==> config.mk <==
export PLATFORM = sky130hd
export DESIGN_NAME = dhcp_option_parser
export DESIGN_NICKNAME = d
export VERILOG_FILES = /design/src/dop_pkg.sv /design/src/dop_parse_core.sv /design/src/dop_out_reg.sv /design/src/dhcp_option_parser.sv
export SDC_FILE = /design/constraint.sdc
export NUM_CORES = 1
export LEC_CHECK = 0
export BUFFER_PORTS_ARGS = -buffer_cell sky130_fd_sc_hd__buf_4
export CAP_MARGIN = 20
export CORE_ASPECT_RATIO = 1.75
export CORE_MARGIN = 1.5
export CORE_UTILIZATION = 50
export DETAILED_ROUTE_END_ITERATION = 10
export PLACE_DENSITY_LB_ADDON = 0.1
export SYNTH_ARGS = -nofsm -noshare
export SYNTH_HDL_FRONTEND = slang
export SYNTH_SLANG_ARGS = --single-unit
export TNS_END_PERCENT = 100
==> constraint.sdc <==
create_clock -name aclk -period 7.3 [get_ports aclk]
set_input_delay 0.365 -clock aclk [delete_from_list [all_inputs] [get_ports aclk]]
set_output_delay 0.365 -clock aclk [all_outputs]
set_load 0.05 [all_outputs]
==> src/dop_pkg.sv <==
// Shared types and constants for the DHCP options-area parser.
// Used by the parser core, the result register, the top level and the checker.
`default_nettype none

package dop_pkg;

    localparam int DataW = 8;
    localparam int WordW = 32;

    // Result status codes
    localparam logic [1:0] StatusEnd     = 2'd0;
    localparam logic [1:0] StatusBadMagic = 2'd1;
    localparam logic [1:0] StatusNoEnd   = 2'd2;

    // Kept lease state codes
    localparam logic [1:0] LeaseNone  = 2'd0;
    localparam logic [1:0] LeaseOffer = 2'd1;
    localparam logic [1:0] LeaseAck   = 2'd2;
    localparam logic [1:0] LeaseNak   = 2'd3;

    // Parser phase codes
    localparam logic [2:0] PhIdle  = 3'd0;
    localparam logic [2:0] PhMagic = 3'd1;
    localparam logic [2:0] PhCode  = 3'd2;
    localparam logic [2:0] PhLen   = 3'd3;
    localparam logic [2:0] PhData  = 3'd4;

    // Option codes
    localparam logic [7:0] OptPad    = 8'd0;
    localparam logic [7:0] OptSubnet = 8'd1;
    localparam logic [7:0] OptLease  = 8'd51;
    localparam logic [7:0] OptType   = 8'd53;
    localparam logic [7:0] OptServer = 8'd54;
    localparam logic [7:0] OptEnd    = 8'hFF;

    // Message type values
    localparam logic [7:0] MsgOffer = 8'd2;
    localparam logic [7:0] MsgAck   = 8'd5;
    localparam logic [7:0] MsgNak   = 8'd6;

    localparam logic [7:0] AddrLen = 8'd4;

    // Result tdata: fields packed low to high, padded to whole bytes
    localparam int ResultBits = 2 + 2 + WordW + WordW + 1 + WordW;
    localparam int ResultW    = ((ResultBits + 7) / 8) * 8;

    typedef struct packed {
        logic [WordW-1:0] lease_seconds;
        logic             server_seen;
        logic [WordW-1:0] server_address;
        logic [WordW-1:0] subnet_mask;
        logic [1:0]       lease_state;
        logic [1:0]       status;
    } result_t;

    function automatic logic [DataW-1:0] cookie_byte(input logic [1:0] idx);
        logic [DataW-1:0] b;
        case (idx)
            2'd0:    b = 8'h63;
            2'd1:    b = 8'h82;
            2'd2:    b = 8'h53;
            default: b = 8'h63;
        endcase
        return b;
    endfunction

endpackage

`default_nettype wire

==> src/dop_parse_core.sv <==
// Parser state and per-byte update logic for the DHCP options-area parser.
// Depends on dop_pkg; fed from the top level's input register.
`default_nettype none

module dop_parse_core
    import dop_pkg::*;
(
    input  wire logic             aclk,
    input  wire logic             aresetn,
    input  wire logic             advance,
    input  wire logic [DataW-1:0] data_byte,
    input  wire logic             first,
    input  wire logic             last,
    output logic                  emit,
    output result_t               result
);

    logic [2:0]       phase_reg, phase_next;
    logic [1:0]       magic_reg, magic_next;
    logic [7:0]       code_reg, code_next;
    logic [7:0]       left_reg, left_next;
    logic [2:0]       didx_reg, didx_next;
    logic [WordW-1:0] gather_reg, gather_next;
    logic [WordW-1:0] lease_reg, lease_next;
    logic             sflag_reg, sflag_next;
    logic [1:0]       mstate_reg, mstate_next;
    logic [WordW-1:0] subnet_reg, subnet_next;
    logic [WordW-1:0] server_reg, server_next;

    logic             fin;
    logic [1:0]       status;
    logic [7:0]       left_dec;
    logic [WordW-1:0] gather_byte;

    always_comb begin
        phase_next  = phase_reg;
        magic_next  = magic_reg;
        code_next   = code_reg;
        left_next   = left_reg;
        didx_next   = didx_reg;
        gather_next = gather_reg;
        lease_next  = lease_reg;
        sflag_next  = sflag_reg;
        mstate_next = mstate_reg;
        subnet_next = subnet_reg;
        server_next = server_reg;
        emit        = 1'b0;
        status      = StatusEnd;
        fin         = 1'b0;
        left_dec    = left_reg - 8'd1;
        gather_byte = '0;

        if (first) begin
            phase_next = PhMagic;
            magic_next = '0;
            lease_next = '0;
            sflag_next = 1'b0;
        end

        unique case (phase_next)
            PhMagic: begin
                if (data_byte != cookie_byte(magic_next)) begin
                    emit   = 1'b1;
                    status = StatusBadMagic;
                end else if (magic_next == 2'd3) begin
                    phase_next = PhCode;
                end else begin
                    magic_next = magic_next + 2'd1;
                end
            end
            PhCode: begin
                if (data_byte == OptEnd) begin
                    emit   = 1'b1;
                    status = StatusEnd;
                end else if (data_byte != OptPad) begin
                    code_next  = data_byte;
                    phase_next = PhLen;
                end
            end
            PhLen: begin
                left_next   = data_byte;
                didx_next   = '0;
                gather_next = '0;
                if ((code_reg == OptSubnet || code_reg == OptServer) && data_byte != AddrLen)
                    code_next = OptPad;
                if (data_byte == 8'd0)
                    fin = 1'b1;
                else
                    phase_next = PhData;
            end
            PhData: begin
                if (code_reg == OptType && didx_reg == 3'd0) begin
                    case (data_byte)
                        MsgOffer: mstate_next = LeaseOffer;
                        MsgAck:   mstate_next = LeaseAck;
                        MsgNak:   mstate_next = LeaseNak;
                        default:  mstate_next = mstate_reg;
                    endcase
                end
                if (!didx_reg[2]) begin
                    case (didx_reg[1:0])
                        2'd0:    gather_byte = {data_byte, 24'd0};
                        2'd1:    gather_byte = {8'd0, data_byte, 16'd0};
                        2'd2:    gather_byte = {16'd0, data_byte, 8'd0};
                        default: gather_byte = {24'd0, data_byte};
                    endcase
                    gather_next = gather_reg | gather_byte;
                    didx_next   = didx_reg + 3'd1;
                end
                left_next = left_dec;
                if (left_dec == 8'd0)
                    fin = 1'b1;
            end
            default: ;
        endcase

        // Apply the finished option record
        if (fin) begin
            if (code_next == OptSubnet) begin
                subnet_next = gather_next;
            end else if (code_next == OptServer) begin
                server_next = gather_next;
                sflag_next  = 1'b1;
            end else if (code_next == OptLease) begin
                lease_next = gather_next;
            end
            phase_next = PhCode;
        end

        if (!emit && last && phase_next != PhIdle && (first || phase_reg != PhIdle)) begin
            emit   = 1'b1;
            status = StatusNoEnd;
        end

        if (emit)
            phase_next = PhIdle;

        result.status         = status;
        result.lease_state    = mstate_next;
        result.subnet_mask    = subnet_next;
        result.server_address = server_next;
        result.server_seen    = sflag_next;
        result.lease_seconds  = lease_next;
    end

    always_ff @(posedge aclk) begin
        if (!aresetn) begin
            phase_reg  <= PhIdle;
            magic_reg  <= '0;
            code_reg   <= '0;
            left_reg   <= '0;
            didx_reg   <= '0;
            gather_reg <= '0;
            lease_reg  <= '0;
            sflag_reg  <= 1'b0;
            mstate_reg <= LeaseNone;
            subnet_reg <= '0;
            server_reg <= '0;
        end else if (advance) begin
            phase_reg  <= phase_next;
            magic_reg  <= magic_next;
            code_reg   <= code_next;
            left_reg   <= left_next;
            didx_reg   <= didx_next;
            gather_reg <= gather_next;
            lease_reg  <= lease_next;
            sflag_reg  <= sflag_next;
            mstate_reg <= mstate_next;
            subnet_reg <= subnet_next;
            server_reg <= server_next;
        end
    end

endmodule

`default_nettype wire

==> src/dop_out_reg.sv <==
// Result register of the DHCP options-area parser: holds one result until taken.
// Depends on dop_pkg for the result layout.
`default_nettype none

module dop_out_reg
    import dop_pkg::*;
(
    input  wire logic    aclk,
    input  wire logic    aresetn,
    input  wire logic    load,
    input  wire result_t load_data,
    output logic         out_free,
    output logic         m_tvalid,
    input  wire logic    m_tready,
    output result_t      m_result
);

    logic    valid_reg, valid_next;
    result_t data_reg;

    assign out_free = !valid_reg || m_tready;

    always_comb begin
        valid_next = valid_reg;
        if (out_free)
            valid_next = load;
    end

    always_ff @(posedge aclk) begin
        if (!aresetn)
            valid_reg <= 1'b0;
        else
            valid_reg <= valid_next;
    end

    // Hold the payload while the receiver stalls
    always_ff @(posedge aclk) begin
        if (out_free && load)
            data_reg <= load_data;
    end

    assign m_tvalid = valid_reg;
    assign m_result = data_reg;

endmodule

`default_nettype wire

==> src/dhcp_option_parser.sv <==
// Top level of the DHCP options-area parser: input register, parser core, result register.
// Depends on dop_pkg, dop_parse_core and dop_out_reg.
//
// Usage:
//   s_ channel: one byte of a DHCP options area per request, magic cookie first.
//     s_tdata carries the byte, s_tuser marks the first byte of a message,
//     s_tlast marks the final byte of the area.
//   m_ channel: one result per message, given at the end token, at a bad magic
//     cookie, or at the last byte when no end token came. m_tdata carries
//     status, lease state, subnet mask, server address, server flag, lease time.
//   Path: an accepted byte waits in the input register and is parsed into the
//     result register once that register is free; m_tvalid is registered there.
//   Throughput: one byte per cycle while no result is stalled on the m_ channel;
//     the per-byte update is a single pass of logic between the input register
//     and the parser state.
//   Reset (aresetn low, synchronous): clears the parser state, kept lease
//     state, subnet and server registers, and both valid flags.
//   Stall: while m_tready is low and a result waits, the parser stops; the
//     input register still takes one byte if it is empty, then s_tready drops.
`default_nettype none

module dhcp_option_parser
    import dop_pkg::*;
(
    input  wire logic               aclk,
    input  wire logic               aresetn,
    input  wire logic               s_tvalid,
    output logic                    s_tready,
    input  wire logic [DataW-1:0]   s_tdata,   // [7:0] data_byte
    input  wire logic               s_tuser,   // [0] first
    input  wire logic               s_tlast,
    output logic                    m_tvalid,
    input  wire logic               m_tready,
    output logic [ResultW-1:0]      m_tdata    // [1:0] status, [3:2] lease_state,
                                               // [35:4] subnet_mask, [67:36] server_address,
                                               // [68] server_seen, [100:69] lease_seconds
);

    logic             in_valid_reg, in_valid_next;
    logic [DataW-1:0] in_byte_reg;
    logic             in_first_reg;
    logic             in_last_reg;
    logic             out_free;
    logic             advance;
    logic             emit;
    result_t          core_result;
    result_t          m_result;

    assign advance  = in_valid_reg && out_free;
    assign s_tready = !in_valid_reg || advance;

    always_comb begin
        in_valid_next = in_valid_reg;
        if (s_tready)
            in_valid_next = s_tvalid;
    end

    always_ff @(posedge aclk) begin
        if (!aresetn)
            in_valid_reg <= 1'b0;
        else
            in_valid_reg <= in_valid_next;
    end

    always_ff @(posedge aclk) begin
        if (s_tready && s_tvalid) begin
            in_byte_reg  <= s_tdata;
            in_first_reg <= s_tuser;
            in_last_reg  <= s_tlast;
        end
    end

    dop_parse_core u_core (
        .aclk      (aclk),
        .aresetn   (aresetn),
        .advance   (advance),
        .data_byte (in_byte_reg),
        .first     (in_first_reg),
        .last      (in_last_reg),
        .emit      (emit),
        .result    (core_result)
    );

    dop_out_reg u_out (
        .aclk      (aclk),
        .aresetn   (aresetn),
        .load      (advance && emit),
        .load_data (core_result),
        .out_free  (out_free),
        .m_tvalid  (m_tvalid),
        .m_tready  (m_tready),
        .m_result  (m_result)
    );

    assign m_tdata = {{(ResultW - ResultBits){1'b0}}, m_result};

endmodule

`default_nettype wire

* Word-level counts from Yosys, hierarchy flattened
Index checks and enable logic that the tools add are counted.
** Operators by class
- Add/sub/neg operators :: 3
- Equal/unequal tests :: 22
- Shift operators :: 0
- Order comparisons :: 0
- Mux-type cells :: 53
- Reduce and logical (&&, ||, !) cells :: 27
- Bitwise gates (word level) :: 2
- Div/mod/pow operators :: 0
- $mul :: 0
** Operators with widths (number)
- two-way mux 32 bit :: 13
- one-hot mux 32 bit (3 select lines) :: 1
- one-hot mux 32 bit (2 select lines) :: 1
- one-hot mux 8 bit (2 select lines) :: 3
- equality test 8 x 6 -> 1 bit (second input constant) :: 4
- two-way mux 8 bit :: 4
- OR 32 bit :: 1
- two-way mux 3 bit :: 9
- equality test 8 x 1 -> 1 bit (second input constant) :: 2
- equality test 8 x 3 -> 1 bit (second input constant) :: 2
- logical NOT 8 bit :: 2
- two-way mux 2 bit :: 7
- two-way mux 1 bit :: 10
- logical AND 1 bit :: 9
- one-hot mux 3 bit (3 select lines) :: 1
- equality test 8 x 2 -> 1 bit (second input constant) :: 1
- equality test 8 bit (second input constant) :: 1
- inequality test 8 x 3 -> 1 bit (second input constant) :: 1
- inequality test 8 bit :: 1
- nonzero test 8 bit :: 1
- subtractor 8 x 1 -> 8 bit (second input constant) :: 1
- equality test 2 bit (second input constant) :: 3
- equality test 3 x 2 -> 1 bit (second input constant) :: 2
- one-hot mux 2 bit (3 select lines) :: 1
- other kinds (18) :: 26
** Word-level totals
- Output and inout bits :: 106
- Memory bits (writable) :: 0
- Memory bits (read-only) :: 0
- Flip-flop bits (word level) :: 268
- Memories :: 0
- Bits in latches :: 0

* Longest topological paths before layout
Gate-level depths: netlist of run 1.
- Depth in word-level cells :: 14
- Gate-level depth with buffers :: 12

* By module
Synthesis of run 1 repeated with hierarchy kept, for this count alone.
** Unflattened totals
- Cell total of the unflattened synthesis :: 1101
- Area total of the unflattened synthesis :: 11663.7 sq um
** Modules (own cells, without submodules)
- dop_parse_core :: cells an instance 974, times used 1, seq. area each 3103.0 sq um, area an instance 8174.1 sq um
- dop_out_reg :: cells an instance 106, times used 1, seq. area each 3052.9 sq um, area an instance 3090.5 sq um
- dhcp_option_parser :: cells an instance 21, times used 1, seq. area each 320.3 sq um, area an instance 399.1 sq um

* Least setup slack after synthesis of run 1
Ideal clock, no wire load.
- Path kind :: reg-to-reg
- Start point :: register in_first_reg
- End point :: register u_out.data_reg, in the netlist u_out.m_result[0] (enable)
- Arrival :: 4.608 ns
- Library setup time :: 0.471 ns
- Cell stages (with the launch flop) :: 11
- Required time :: 6.829 ns
- Setup slack :: 2.221 ns
- Cell sequence :: edfxtp_1 -> clkbuf_1 -> clkbuf_1 -> nand2b_1 -> inv_1 -> ha_1 -> nor4bb_1 -> o2111ai_1 -> a31oi_1 -> o211ai_1 -> and2_1
** On the way
- Word-level cells in the longest chain between the ends :: 14
- Elaborated cells on any way between the ends :: 31
** Ends and longest elaborated chain
- from (decl) :: RTL line dhcp_option_parser.sv:41 : logic in_first_reg;
- from (signal assigned) :: RTL line dhcp_option_parser.sv:68 : in_first_reg <= s_tuser;
- two-way mux 2 bit :: RTL line dop_parse_core.sv:53 : if (first) begin
- equality test 2 bit or equality test 2 x 1 -> 1 bit (tied branches) :: RTL line dop_pkg.sv:58 : case (idx)
- one-hot mux 8 bit (2 select lines) :: RTL line dop_pkg.sv:58
- two-way mux 8 bit :: RTL line dop_parse_core.sv:60 : unique case (phase_next)
- inequality test 8 bit :: RTL line dop_parse_core.sv:62 : if (data_byte != cookie_byte(magic_next)) begin
- two-way mux 3 bit or two-way mux 1 bit (tied branches) :: RTL line dop_parse_core.sv:62
- one-hot mux 3 bit (3 select lines) or one-hot mux 1 bit (2 select lines) (tied branches) :: RTL line dop_parse_core.sv:60
- two-way mux 3 bit or logical NOT 1 bit (tied branches) :: RTL line dop_parse_core.sv:118, dop_parse_core.sv:130
- nonzero test 3 bit or logical AND 1 bit (tied branches) :: RTL line dop_parse_core.sv:130 : if (!emit && last && phase_next != PhIdle && (first || phase_reg != PhIdle)) begin
- logical AND 1 bit (2 in series) :: RTL line dop_parse_core.sv:130
- two-way mux 1 bit * :: RTL line dop_parse_core.sv:130
- logical AND 1 bit * :: RTL line dhcp_option_parser.sv:87 : .load (advance && emit),
- logical AND 1 bit * :: RTL line dop_out_reg.sv:38 : if (out_free && load)
- to (signal assigned) :: RTL line dop_out_reg.sv:39 : data_reg <= load_data;
- to (decl) :: RTL line dop_out_reg.sv:19 : result_t data_reg;
Mark *: on every way between the ends. The rest lies on a longest branch, timed or not. The select of a mux whose other input is x is not followed.
A chain may end at the register's enable or synchronous reset.

* Final worst setup path of run 1
- Start point :: register in_first_reg
- End point :: register u_core.server_reg[1]
** On the way
- Word-level cells in the longest chain between the ends :: 7
- Elaborated cells on any way between the ends :: 12
** Ends and longest elaborated chain
- two-way mux 3 bit * :: RTL line dop_parse_core.sv:53
- equality test 3 x 2 -> 1 bit :: RTL line dop_parse_core.sv:60
- one-hot mux 8 bit (2 select lines) :: RTL line dop_parse_core.sv:60
- equality test 8 x 6 -> 1 bit :: RTL line dop_parse_core.sv:121 : end else if (code_next == OptServer) begin
- two-way mux 32 bit :: RTL line dop_parse_core.sv:121
- two-way mux 32 bit :: RTL line dop_parse_core.sv:119 : if (code_next == OptSubnet) begin
- two-way mux 32 bit * :: RTL line dop_parse_core.sv:118 : if (fin) begin
- to (signal assigned) :: RTL line dop_parse_core.sv:170 : server_reg <= server_next;
- to (decl) :: RTL line dop_parse_core.sv:28 : logic [WordW-1:0] server_reg, server_next;
Mark *: on every way between the ends. The rest lies on a longest branch, timed or not.

==> impl_results.md, run 1 <==
* Status: completed
* Reg2Reg Depth at 8
* Max_cap viols at 0
* Sequential share of power at 0.513
* CTS Buffer Depth at 3
* WHS Path Cells at 3
* Die span in y at approximately 210 um
* Pwr/cell area at approximately 220 mW/mm2
* Max reg flops at 101
* # rows at between 70 and 80
* Share of cells above drive strength 1 at 0.185
* Core Util, Final at 0.583
* Initial antenna violation count at 0
* First-pass GRT wire length at around 50000 um
* DRT Pass-1 Iters at 5
* DR vias/cell at around 5.9
* Largest net degree at the start of global routing at 92
* Clock Latency Late Sink at 0.54 ns
* Avg Inst Size Synth at between 10 and 15 um2
* Fin area at ~0.014 mm2
* Layout Skew at roughly 0.019 ns
* Dpl hpwl at 20700 um
* Slew headroom at 0.326
* Syn Inst Count at between 1000 and 1500
* Post-route minimum period at 4.25 ns
* Area grow syn2layout at 14.7%
* Synth async-reset ratio at 0
* Largest family of logic cells by synthesized area: simple AND/OR/NAND/NOR gates
* XOR/XNOR share of the synthesized area at 0.00422
* Critical Path AT at roughly 4.7 ns
* Placer's final routability congestion estimate at a little under 0.9
* Clock-pin slew on the worst setup and hold paths at 0.06 ns
* Mux cell area share after synthesis at 0.119
* Post-Syn Area at 0.0125 mm2
* CTS buffer count at 25
* Final ANT Viol Nets at 0
* Synth cell count leaders: nand2_1, dfxtp_1, edfxtp_1
* RSZ-0062 raised after global routing: no
* Share of the synthesized area in the top cell type at 0.267
* Die footprint at between 0.02 and 0.03 mm2
* Post-synth EDFFs at 111
* Switching share of power at 0.221
* Largest cells by area after synthesis: edfxtp_1, dfxtp_1, mux2i_1
* Die Span X at between 100 and 150 um
* Compound-Gate Fraction of Synth Area at 0.136
* Post-CTS resize count at 0
* Hold WS at around 0.034 ns
* Max IR drop VDD at ~0.21 mV
* Htree depth at 1
* Vias in the first global route at approximately 9100
* Count leader, synth: nand2_1
* Max Slew Vio Count at 0
* Setup_tns at 0 ns
* Port bufs at approximately 120
* Post-Synth Simple-Gate Area at 0.162
* Count of cell types in the netlist at between 60 and 70
* Adder-Cell Fraction of Synth Area at 0.0120
* CP Capture Type: flip-flop
* Seq/Total Area, Yosys at 0.520
* GR Util All Layers at 0.245
* Final hold viol count at 0
* Warnings from Yosys at 0
* Top Ports at 120
* Clock share of power at 0.438
* Comb pwr share at 0.048
* Synth area leader: edfxtp_1
* Worst Path Max Fanout at 50
* #FFs+latches synth at 268
* WL per Instance at around 20 um
* Path type of the worst setup path: flip-flop to flip-flop
* Root buf cell: clkbuf_16
* Static Leak at between 5 and 6 nW
* CTS tree: done
* Nets at 1303
* Main synth FF type: dfxtp_1
* Critical Path Source Type: flip-flop
* HP Class: input pin to flip-flop
* Period utilization at 0.582
* Power, Total at approximately 3 mW
* Tightest Pin Transition at around 1 ns
* Antenna cell count at 0
* Core ar. at 0.0245 mm2
* DRC errors left at 0
* Max Clock Freq at around 240 MHz
* Initial cell density of the core at 0.508
* Clock sinks at ~270
* Vias at roughly 9400
* WL final at between 30000 and 40000 um
* Iter 0 DRT Violations at around 700
* Placed inst area at about 0.013 mm2
* Critical Path RT at ~7.8 ns
* GRT overflow at 0
* Cell-internal power at about 2.4 mW
* NetSw at ~680 uW
* Endpoints failing setup at 0
## metal layers
metal | GRT usage | share of wire
met2 | 0.420 | 0.50
met1 | 0.302 | 0.41
met5 | 0 | 0
met4 | 0.117 | 0.046
met3 | 0.0321 | 0.050
## kinds of logic (layout without fill, tap and decap cells)
family / after synthesis / in the layout
and+or+nand+nor: 412 / 412
DFF: 268 / 268
AOI/OAI and AO/OA: 262 / 262
muxes: 129 / 129
buffers and inverters: 119 / 203
adders and majority gates: 12 / 12
xor gates and xnor gates: 6 / 6
other: 1 / 3
## final cells by class
class	count	area, um2
repair buffers	141	1080
inverters	17	65.1
clock inverters	9	141
fillers	2105	10200
clock buffers	36	697
well taps	312	390
multi-input cells	824	5450
flip-flops and latches	268	6480
## final timing paths
path,startpoint,endpoint,slack [ns]
worst max-delay path,in_first_reg,u_core.server_reg[1],3.05
worst min-delay path,s_tvalid,in_valid_reg,0.03
worst max register to register,in_first_reg,u_core.server_reg[1],3.05
worst min register to register,u_core.gather_reg[20],u_core.gather_reg[20],0.46
## worst max-delay path, cell delays in order (launching register included)
cell and delay, ns:
edfxtp_1 0.36, buf_4 0.30, or4b_1 0.66, o21ba_2 0.43, a221o_1 0.32, nand4b_2 0.72
nor4b_4 0.48, buf_4 0.59, mux2i_1 0.26
## power by group through the flow
| stage | sequential [mW] | combinational (mW) | clock, mW |
|---|---|---|---|
| finish | 1.59 | 0.150 | 1.36 |
| global route | 1.59 | 0.158 | 1.43 |
| CTS | 1.59 | 0.150 | 1.38 |
| detailed placement | 1.62 | 0.146 | 0 |
| global placement | 1.62 | 0.145 | 0 |
| floorplan | 1.65 | 0.0686 | 0 |
## placed cells by master (no fill, tap or decap), drive strengths merged, types with 36 or more instances in the layout
cell | netlist | final
o21ai | 48 | 48
buf | 32 | 131
mux2 | 65 | 65
edfxtp | 111 | 111
clkbuf | 70 | 36
a21oi | 107 | 107
mux2i | 64 | 64
nor2 | 92 | 92
nand2 | 162 | 162
dfxtp | 157 | 157
nor2b | 45 | 45
## metrics by stage
| stage | instances | setup slack, ns |
|---|---|---|
| 2_1_floorplan | 1211 | 2.22 |
| 3_3_place_gp | 1552 | 3.08 |
| 3_5_place_dp | 1552 | 3.04 |
| 4_1_cts | 1606 | 3.02 |
| 5_1_grt | 1607 | 2.74 |
| 6_report | 1607 | 3.05 |
## timing repair
action / CTS / global route
buffers inserted: 0 / 0
endpoints found under the hold margin: 9 / 1
hold buffers: 9 / 1
Power figures use the tool's default switching activity.
==> run 2: changes to the inputs <==
--- a/config.mk
+++ b/config.mk
@@ -5,6 +5,7 @@
 export SDC_FILE = /design/constraint.sdc
 export NUM_CORES = 1
 export LEC_CHECK = 0
+export ABC_AREA = 1
 export BUFFER_PORTS_ARGS = -buffer_cell sky130_fd_sc_hd__buf_4
 export CAP_MARGIN = 20
 export CORE_ASPECT_RATIO = 1.75
==> constraint.sdc (replaced) <==
create_clock -name aclk -period 3.8 [get_ports aclk]
set_input_delay 0.19 -clock aclk [delete_from_list [all_inputs] [get_ports aclk]]
set_output_delay 0.19 -clock aclk [all_outputs]
set_load 0.05 [all_outputs]
==> run 2 against run 1 <==
  * Non-clock buffer count rose by 8
  * Hold slack better by 0.045 ns
  * First-iteration DRC count up 13%
  * Largest power group unchanged
==> impl_results.md, run 2 <==
* Fin area at ~0.015 mm2
* Worst Path Max Fanout at 53
* CTS Hold Bufs at 13
* Cell-internal power at between 4 and 5 mW
* Nets at ~1800
* Post-route minimum period at ~3.2 ns
* Met3 routed WL at about 1500 um
* Post-Syn Area at between 0.01 and 0.015 mm2
* # Post-CTS Setup Buffers at 0
* Clock Latency Late Sink at 0.54 ns
* Share of the synthesized area in the top cell type at 0.259
* CTS Buffer Depth at 3
* Placed insts at roughly 2100
* Port bufs at 116
* Synth area leader: edfxtp_1
* Pwr/cell area at ~450 mW/mm2
* DRC errors left at 0
* Area grow syn2layout at 15.8%
* Sequential share of power at 0.480
* Syn Inst Count at approximately 1700
* GR Util All Layers at 0.249
* Cell Chain, Critical Path: inv_2 -> nand2_1 -> ha_1 -> xor2_1 -> nand2_1 -> nor2_1 -> nand2_1 -> nand2_1 -> o21ai_0 -> nor2_1 -> inv_1 -> nand2_1 -> clkinvlp_4 -> buf_12
* Avg Inst Size Synth at around 7.6 um2
* CTS tree: done
* Top Ports at 120
* Initial cell density of the core at 0.508
* WL met2 at approximately 18000 um
* Worst setup margin at approximately 0.62 ns
* DRT Pass-1 Iters at 5
* NetSw at approximately 1.8 mW
* CP top delay family: buffers and inverters
* Antenna cell count at 0
* Placer's final routability congestion estimate at 0.924
* HP Class: input pin to flip-flop
* Die Span X at about 120 um
* Comb pwr share at 0.123
* Htree depth at 1
* Tightest Pin Transition at a little under 1 ns
* Iter 0 DRT Violations at between 800 and 900
* Share of cells above drive strength 1 at 0.118
* Period utilization at 0.836
* CTS buffer count at 26
* Vias in the first global route at 10500
* Post-synth EDFFs at around 110
* Status: completed
* Internal reg-to-reg setup slack at ~0.62 ns
* Max Slew Vio Count at 0
* #FFs+latches synth at 268
* Most frequent cells in the layout: nand2_1, inv_1, nand3_1, nor2_1, dfxtp_1
* GRT overflow at 0
* Synth async-reset ratio at 0
* Max Clock Freq at approximately 310 MHz
* Final ANT Viol Nets at 0
* XOR/XNOR share of the synthesized area at 0.000680
* Largest net degree at the start of global routing at between 200 and 250
* Setup_tns at 0 ns
* Slew headroom at 0.338
* Power, Total at just under 7 mW
* Count leader, synth: nand2_1
* Dpl ws at between 0.6 and 0.7 ns
* Mux cell area share after synthesis at 0
* Post-CTS resize count at 0
* CP Capture Type: flip-flop
* Seq/Total Area, Yosys at 0.503
* RSZ-0062 raised after global routing: no
* Max IR drop VDD at 0.423 mV
* Main synth FF type: dfxtp_1
* Slowest-stage cell, CP: edfxtp_1
* Initial antenna violation count at 0
* Wl on met1 at approximately 13000 um
* Commonest non-fill, non-tap cell in the layout: nand2_1
* Layout Skew at about 0.009 ns
* WL per Instance at around 16 um
* Uppermost layer routed: met4
* Max reg flops at around 100
* Placed inst area at between 0.01 and 0.015 mm2
* Critical Path AT at ~3.4 ns
* First-pass GRT wire length at 53800 um
* Post-Synth Simple-Gate Area at 0.290
* Root buf cell: clkbuf_16
* Warnings from Yosys at 0
* Non-Filler Instances at ~2100
* Critical Path Source Type: flip-flop
* Count of cell types in the netlist at 39
* # rows at 77
* Core ar. at roughly 0.025 mm2
* Path type of the worst setup path: flip-flop to flip-flop
* WL final at approximately 34000 um
* DR vias/cell at 5.24
* Crit-path most repeated cell: nand2_1
* Largest cells by area after synthesis: edfxtp_1, dfxtp_1, nand2_1
* Switching share of power at 0.262
* Die footprint at 0.0268 mm2
* Clock share of power at 0.397
* Max incr delay on CP at about 0.50 ns
* Clock-pin slew on the worst setup and hold paths at approximately 0.060 ns
* Adder-Cell Fraction of Synth Area at 0.0117
* Clock sinks at between 200 and 300
* Static Leak at ~7.3 nW
* Max_cap viols at 0
* Compound-Gate Fraction of Synth Area at 0.0819
* Synth cell count leaders: nand2_1, inv_1, nand3_1
* Crit path buffers/inverters at 4
* Critical Path RT at ~4.1 ns
* Largest family of logic cells by synthesized area: simple AND/OR/NAND/NOR gates
* Final hold viol count at 0
* Dpl hpwl at 22700 um
* Vias at between 10000 and 15000
* Die span in y at 215 um
* Endpoints failing setup at 0
## run 2: power groups by stage
stage / clock (mW) / sequential [mW] / combinational (mW)
floorplan: 0 / 3.45 / 0.443
global placement: 0 / 3.30 / 0.807
detailed placement: 0 / 3.30 / 0.822
CTS: 2.73 / 3.24 / 0.836
global route: 2.82 / 3.25 / 0.921
finish: 2.68 / 3.24 / 0.833
## run 2: tightest hold or removal path, stage by stage
cell and delay, ns:
buf_4 0.23, nand2_1 0.12, inv_1 0.03
## run 2: cell type report
| cell class | count | area, um2 |
|---|---|---|
| Timing Repair Buffer | 149 | 1190 |
| Inverter | 272 | 1030 |
| Multi-Input combinational cell | 1075 | 4960 |
| Sequential cell | 268 | 6480 |
| Fill cell | 2359 | 10400 |
| Clock inverter | 8 | 118 |
| Clock buffer | 40 | 754 |
| Tap cell | 316 | 395 |
## run 2: kinds of logic after synthesis
logic type               after synthesis
flip-flops                           268
buffers and inverters                361
AND/OR/NAND/NOR                      874
other                                  1
XOR/XNOR                               1
AO/OA/AOI/OAI                        185
adder cells (fa/ha/maj)               12
## run 2: routing by layer
layer | GRT usage | up-vias
met4 | 0.113 | 0
met5 | 0 | -
met2 | 0.465 | 316
met1 | 0.284 | 5189
met3 | 0.0232 | 74
li1 | - | 5578
## run 2: worst paths after layout
| path | startpoint | endpoint | cells after the start |
|---|---|---|---|
| setup / recovery | in_first_reg | u_out.m_result[63] | 14 |
| setup reg to reg | in_first_reg | u_out.m_result[63] | 14 |
| hold / removal | aresetn | u_core.left_reg[6] | 3 |
| hold reg to reg | u_core.gather_reg[22] | u_core.gather_reg[22] | 2 |
## run 2: per-stage QoR
step,util,hold slack [ns]
2_1_floorplan,-,0.289
3_3_place_gp,0.549,0.368
3_5_place_dp,0.549,0.369
4_1_cts,0.589,0.0920
5_1_grt,0.589,0.109
6_report,0.589,0.0786
